$ cat src/sv/tkst_pkg.sv
`timescale 1ns / 1ps

package tkst_pkg;

  localparam int K_ENTRIES = 5;
  localparam int TAG_W     = 16;
  localparam int SCORE_W   = 30;
  localparam int CNT_W     = $clog2(K_ENTRIES + 1);

  typedef enum logic [0:0] {
    OP_INSERT = 1'b0,
    OP_READ   = 1'b1
  } op_t;

  typedef struct packed {
    op_t                op;
    logic [TAG_W-1:0]   entry_tag;
    logic [SCORE_W-1:0] score;
  } in_req_t;

  typedef struct packed {
    logic [TAG_W-1:0]   out_tag;
    logic [SCORE_W-1:0] out_score;
    logic               out_valid;
    logic               last;
  } out_req_t;

  typedef struct packed {
    logic               valid;
    logic [TAG_W-1:0]   tag;
    logic [SCORE_W-1:0] score;
  } entry_t;

  typedef struct packed {
    logic ins;
    logic rot;
  } cell_ctrl_t;

endpackage

$ cat src/sv/tkst_cell.sv
`timescale 1ns / 1ps

module tkst_cell (
  input  logic                clk,
  input  logic                rst_n,
  input  tkst_pkg::cell_ctrl_t ctrl,
  input  tkst_pkg::entry_t    new_entry,
  input  tkst_pkg::entry_t    prev_entry,
  input  logic                prev_gt,
  input  tkst_pkg::entry_t    next_entry,
  input  tkst_pkg::entry_t    head_entry,
  output tkst_pkg::entry_t    entry,
  output logic                gt
);
  import tkst_pkg::*;

  entry_t entry_r, entry_nxt;

  assign gt    = !entry_r.valid || (new_entry.score > entry_r.score);
  assign entry = entry_r;

  always_comb begin
    entry_nxt = entry_r;
    if (ctrl.ins) begin
      if (gt) begin
        if (prev_gt) begin
          entry_nxt = prev_entry;
        end else begin
          entry_nxt       = new_entry;
          entry_nxt.valid = 1'b1;
        end
      end
    end else if (ctrl.rot && entry_r.valid) begin
      entry_nxt = next_entry.valid ? next_entry : head_entry;
    end
  end

  always_ff @(posedge clk) begin
    if (!rst_n) begin
      entry_r.valid <= 1'b0;
    end else begin
      entry_r.valid <= entry_nxt.valid;
    end
    entry_r.tag   <= entry_nxt.tag;
    entry_r.score <= entry_nxt.score;
  end

endmodule

$ cat src/sv/top_k_score_tracker_unit.sv
`timescale 1ns / 1ps
// channel   direction  handshake              payload
// in_       input      in_valid / in_stall    in_data  (op, entry_tag, score)
// out_      output     out_valid / out_stall  out_data (out_tag, out_score, out_valid, last)
//
// Insert: one request per cycle while in_stall is low; all cells compare in parallel and shift together.
// Read: stalls input until every held entry has been sent out (one empty result on empty); the chain
// rotates one cell per result, so results leave at one per cycle while out_stall is low.
// out_stall holds the output register and pauses the rotation.
// rst_n (sync, active low) empties the chain; stored scores and tags are not cleared.

module top_k_score_tracker_unit (
  input  logic               clk,
  input  logic               rst_n,
  input  logic               in_valid,
  output logic               in_stall,
  input  tkst_pkg::in_req_t  in_data,
  output logic               out_valid,
  input  logic               out_stall,
  output tkst_pkg::out_req_t out_data
);
  import tkst_pkg::*;

  logic             busy_r, busy_nxt;
  logic [CNT_W-1:0] cnt_r, cnt_nxt;
  logic [CNT_W-1:0] step_r, step_nxt;
  logic             out_valid_r, out_valid_nxt;
  out_req_t         out_data_r, out_data_nxt;

  logic       in_acc, out_free, is_last;
  cell_ctrl_t ctrl;
  entry_t     new_entry;
  entry_t     cell_q [K_ENTRIES];
  logic       cell_gt [K_ENTRIES];

  assign in_stall  = busy_r;
  assign in_acc    = in_valid && !in_stall;
  assign out_free  = !out_valid_r || !out_stall;
  assign out_valid = out_valid_r;
  assign out_data  = out_data_r;
  assign is_last   = (step_r + CNT_W'(1)) == cnt_r;

  assign new_entry = '{valid: 1'b1, tag: in_data.entry_tag, score: in_data.score};
  assign ctrl.ins  = in_acc && (in_data.op == OP_INSERT);
  assign ctrl.rot  = busy_r && out_free && (cnt_r != '0);

  for (genvar i = 0; i < K_ENTRIES; i++) begin : g_cell
    entry_t prev_e, next_e;
    logic   prev_g;
    if (i == 0) begin : g_first
      assign prev_e = '0;
      assign prev_g = 1'b0;
    end else begin : g_mid
      assign prev_e = cell_q[i-1];
      assign prev_g = cell_gt[i-1];
    end
    if (i == K_ENTRIES - 1) begin : g_tail
      assign next_e = '0;
    end else begin : g_body
      assign next_e = cell_q[i+1];
    end
    tkst_cell u_cell (
      .clk        (clk),
      .rst_n      (rst_n),
      .ctrl       (ctrl),
      .new_entry  (new_entry),
      .prev_entry (prev_e),
      .prev_gt    (prev_g),
      .next_entry (next_e),
      .head_entry (cell_q[0]),
      .entry      (cell_q[i]),
      .gt         (cell_gt[i])
    );
  end

  always_comb begin
    busy_nxt      = busy_r;
    cnt_nxt       = cnt_r;
    step_nxt      = step_r;
    out_valid_nxt = out_valid_r && out_stall;
    out_data_nxt  = out_data_r;
    if (ctrl.ins && (cnt_r != CNT_W'(K_ENTRIES))) begin
      cnt_nxt = cnt_r + CNT_W'(1);
    end
    if (in_acc && (in_data.op == OP_READ)) begin
      busy_nxt = 1'b1;
      step_nxt = '0;
    end
    if (busy_r && out_free) begin
      out_valid_nxt = 1'b1;
      if (cnt_r == '0) begin
        out_data_nxt      = '0;
        out_data_nxt.last = 1'b1;
        busy_nxt          = 1'b0;
      end else begin
        out_data_nxt = '{out_tag: cell_q[0].tag, out_score: cell_q[0].score,
                         out_valid: 1'b1, last: is_last};
        step_nxt     = step_r + CNT_W'(1);
        if (is_last) begin
          busy_nxt = 1'b0;
        end
      end
    end
  end

  always_ff @(posedge clk) begin
    if (!rst_n) begin
      busy_r      <= 1'b0;
      cnt_r       <= '0;
      step_r      <= '0;
      out_valid_r <= 1'b0;
    end else begin
      busy_r      <= busy_nxt;
      cnt_r       <= cnt_nxt;
      step_r      <= step_nxt;
      out_valid_r <= out_valid_nxt;
    end
    out_data_r <= out_data_nxt;
  end

endmodule

$ cat config.mk
export PLATFORM = sky130hd
export DESIGN_NAME = top_k_score_tracker_unit
export DESIGN_NICKNAME = d
export VERILOG_FILES = /design/src/sv/tkst_pkg.sv /design/src/sv/tkst_cell.sv /design/src/sv/top_k_score_tracker_unit.sv
export SDC_FILE = /design/constraint.sdc
export NUM_CORES = 1
export LEC_CHECK = 0
export BUFFER_PORTS_ARGS = -buffer_cell sky130_fd_sc_hd__buf_2
export CAP_MARGIN = 10
export CORE_UTILIZATION = 55
export CTS_BUF_LIST = sky130_fd_sc_hd__clkbuf_8
export DETAILED_ROUTE_END_ITERATION = 7
export PLACE_DENSITY = 0.81
export SYNTH_ARGS = -nofsm -noshare
export SYNTH_HDL_FRONTEND = slang
export SYNTH_HIERARCHICAL = 1
export SYNTH_SLANG_ARGS = --single-unit
$ cat constraint.sdc
create_clock -name clk -period 4.88 [get_ports clk]
set_clock_uncertainty 0.2 [all_clocks]
set_input_delay 0.488 -clock clk [delete_from_list [all_inputs] [get_ports clk]]
set_output_delay 0.488 -clock clk [all_outputs]
set_load 0.01 [all_outputs]
==> flow_summary.toml <==
[cts]
clk_latency_ns = 0.65
cts.sinks = 291
postCtsSetupBuffers = 0
tritoncts = "built"
clk_pin_slew_ns = 0.07
cts_buffer_depth = 3
root_buffer = "clkbuf_8"
cts_resized = 0
cts-htree-levels = 2
numCtsBuffers = 51

[setup_path]
max_stage_delay_ns = 0.53
slowest_stage = "edfxtp_1"
path_max_fanout = 26
timing.critical_path.cells = "inv_1, ha_1, nand4_1, nor3_1, o311a_1, a211oi_1, o211ai_1, buf_4, nand2_1, nor2_1, nor3b_1, a31oi_1, a21bo_1"
path_buf_inv = 2
cp_data_required_time_ns = 5.21
cp.arrival_ns = 3.96
worst-setup-path-type = "reg -> reg"
crit_family = "compound AO/OA/AOI/OAI gates"
startpoint_type = "flip-flop"
crit_path_end_kind = "flip-flop"

[placed_design]
place_inst = 2664
place_hpwl_um = 35300
port_buffers = 100
gp_congestion = 0.918
pre_cts_ws_ns = 1.16

[route]
viasPerCell = 6.03
first_iter_violations = 1484
drc_errors = 0
routedWlPerCell_um = 20.2
drtAntennaViolNets = 0
vias = 16641
wl_um = 55700
firstDrtPassIters = 5

[global_route]
grt_pass1_vias = 16207
grt_usage_pct = 28.8
overflow = 0
grt_max_degree = 115
antenna_found_initial = 2
grt_pass1_wl_um = 88100

[cells_and_area]
fin_cells = 2758
syn2layout_area_growth_pct = 10.5
drive_gt1_share_pct = 10.9
utilization_pct = 61.5
final_nets = 2412

[power]
power.density_nw_per_um2 = 340
power_leakage_nw = 10.3
ir_drop_v = 0.000259

[timing]
setup_viol = 0
finalCriticalPeriod_ns = 3.63
fmax_mhz = 276
setup_ws_ns = 1.25
rsz0062_at_grt = "no"
finalHoldViolCount = 0
hold_ws_ns = 0.0775
slew_headroom_pct = 25.4
finalCritPeriodShare_pct = 74.3
finalSetupTns_ns = 0
worst_slew_pin_slew_ns = 1.12
drv_slew = 0

[yosys]
synth_area_per_cell_um2 = 10.1
synth-warning-count = 6
synth_cells = 2063
netlist_area_um2 = 20900

[job]
drv_cap = 0

[die]
placement_rows = 71
num_io_pins = 101
die_y_um = 197
initial_core_util_pct = 55.7
die_area_um2 = 38800
die_width_um = 197
fp.coreArea_um2 = 37600

[hold_path]
hold_path.class = "in -> reg"

[status]
status = "completed"
-- layout make-up --
type	instances	area (µm²)
diodes	1	2.50
clock buffers	58	798
clock inverters	34	155
fillers	3010	14500
inverters	181	687
multi-input cells	1553	11500
flip-flops and latches	291	8620
well taps	511	639
repair buffers	129	746
-- metrics by stage --
step | total power [mW] | cell area, µm²
detailed placement | 5.65 | 22100
floorplan | 5.03 | 21300
global route | 8.25 | 23100
finish | 7.86 | 23100
global placement | 5.54 | 22100
CTS | 7.85 | 23100
-- worst paths after layout --
path / start / end / slack [ns] / cells past startpoint
setup / recovery: g_cell[0].u_cell/entry[13] / g_cell[1].u_cell/entry[46] / 1.25 / 13
setup reg to reg: g_cell[0].u_cell/entry[13] / g_cell[1].u_cell/entry[46] / 1.25 / 13
hold reg to reg: step_r[0] / step_r[0] / 0.30 / 2
hold / removal: in_valid / in_stall / 0.08 / 4
-- tightest hold or removal path, delay by kind of cell --
kind	cells	cell delay, ns
AOI/OAI and AO/OA	3	0.27
buffers and inverters	1	0.11
-- metal layers --
layer,share of wire [%],up-vias,track usage (%)
li1,-,7888,-
met1,44,8048,38.8
met2,47,582,47.0
met3,6.2,121,4.24
met4,3.1,2,10.7
met5,0.022,-,0
-- layout by cell type, fill, tap and decap left out, types with 10 or more instances in the layout --
master,count
and2_1,47
buf_4,26
mux2i_1,234
a21oi_1,294
buf_2,100
a21o_1,19
inv_1,188
o221ai_1,14
o211ai_1,10
a211oi_1,235
conb_1,98
nand3_1,12
o21a_1,12
clkinv_1,10
ha_1,154
nor2_1,22
nor2b_1,236
edfxtp_1,278
clkbuf_8,58
nand4_2,12
nand4_1,17
nand2_1,50
-- report_power, final --
group | total (mW) | internal [mW] | leakage, nW | switching, mW
clock | 2.19 | 1.09 | 0.547 | 1.10
combinational | 2.18 | 0.892 | 7.07 | 1.29
sequential | 3.49 | 3.16 | 2.72 | 0.331
total | 7.86 | 5.14 | 10.3 | 2.72
-- sequential cells by signal (all words and copies together), names as in the netlist --
register             count
out_data                48
out_valid                1
in_stall                 1
cnt_r                    3
g_cell.u_cell/entry    235
step_r                   3
-- timing repair --
item	CTS	global route
endpoints found under the hold margin	1	0
hold buffers	1	0
setup endpoints to repair	0	0
Power figures use the tool's default switching activity.
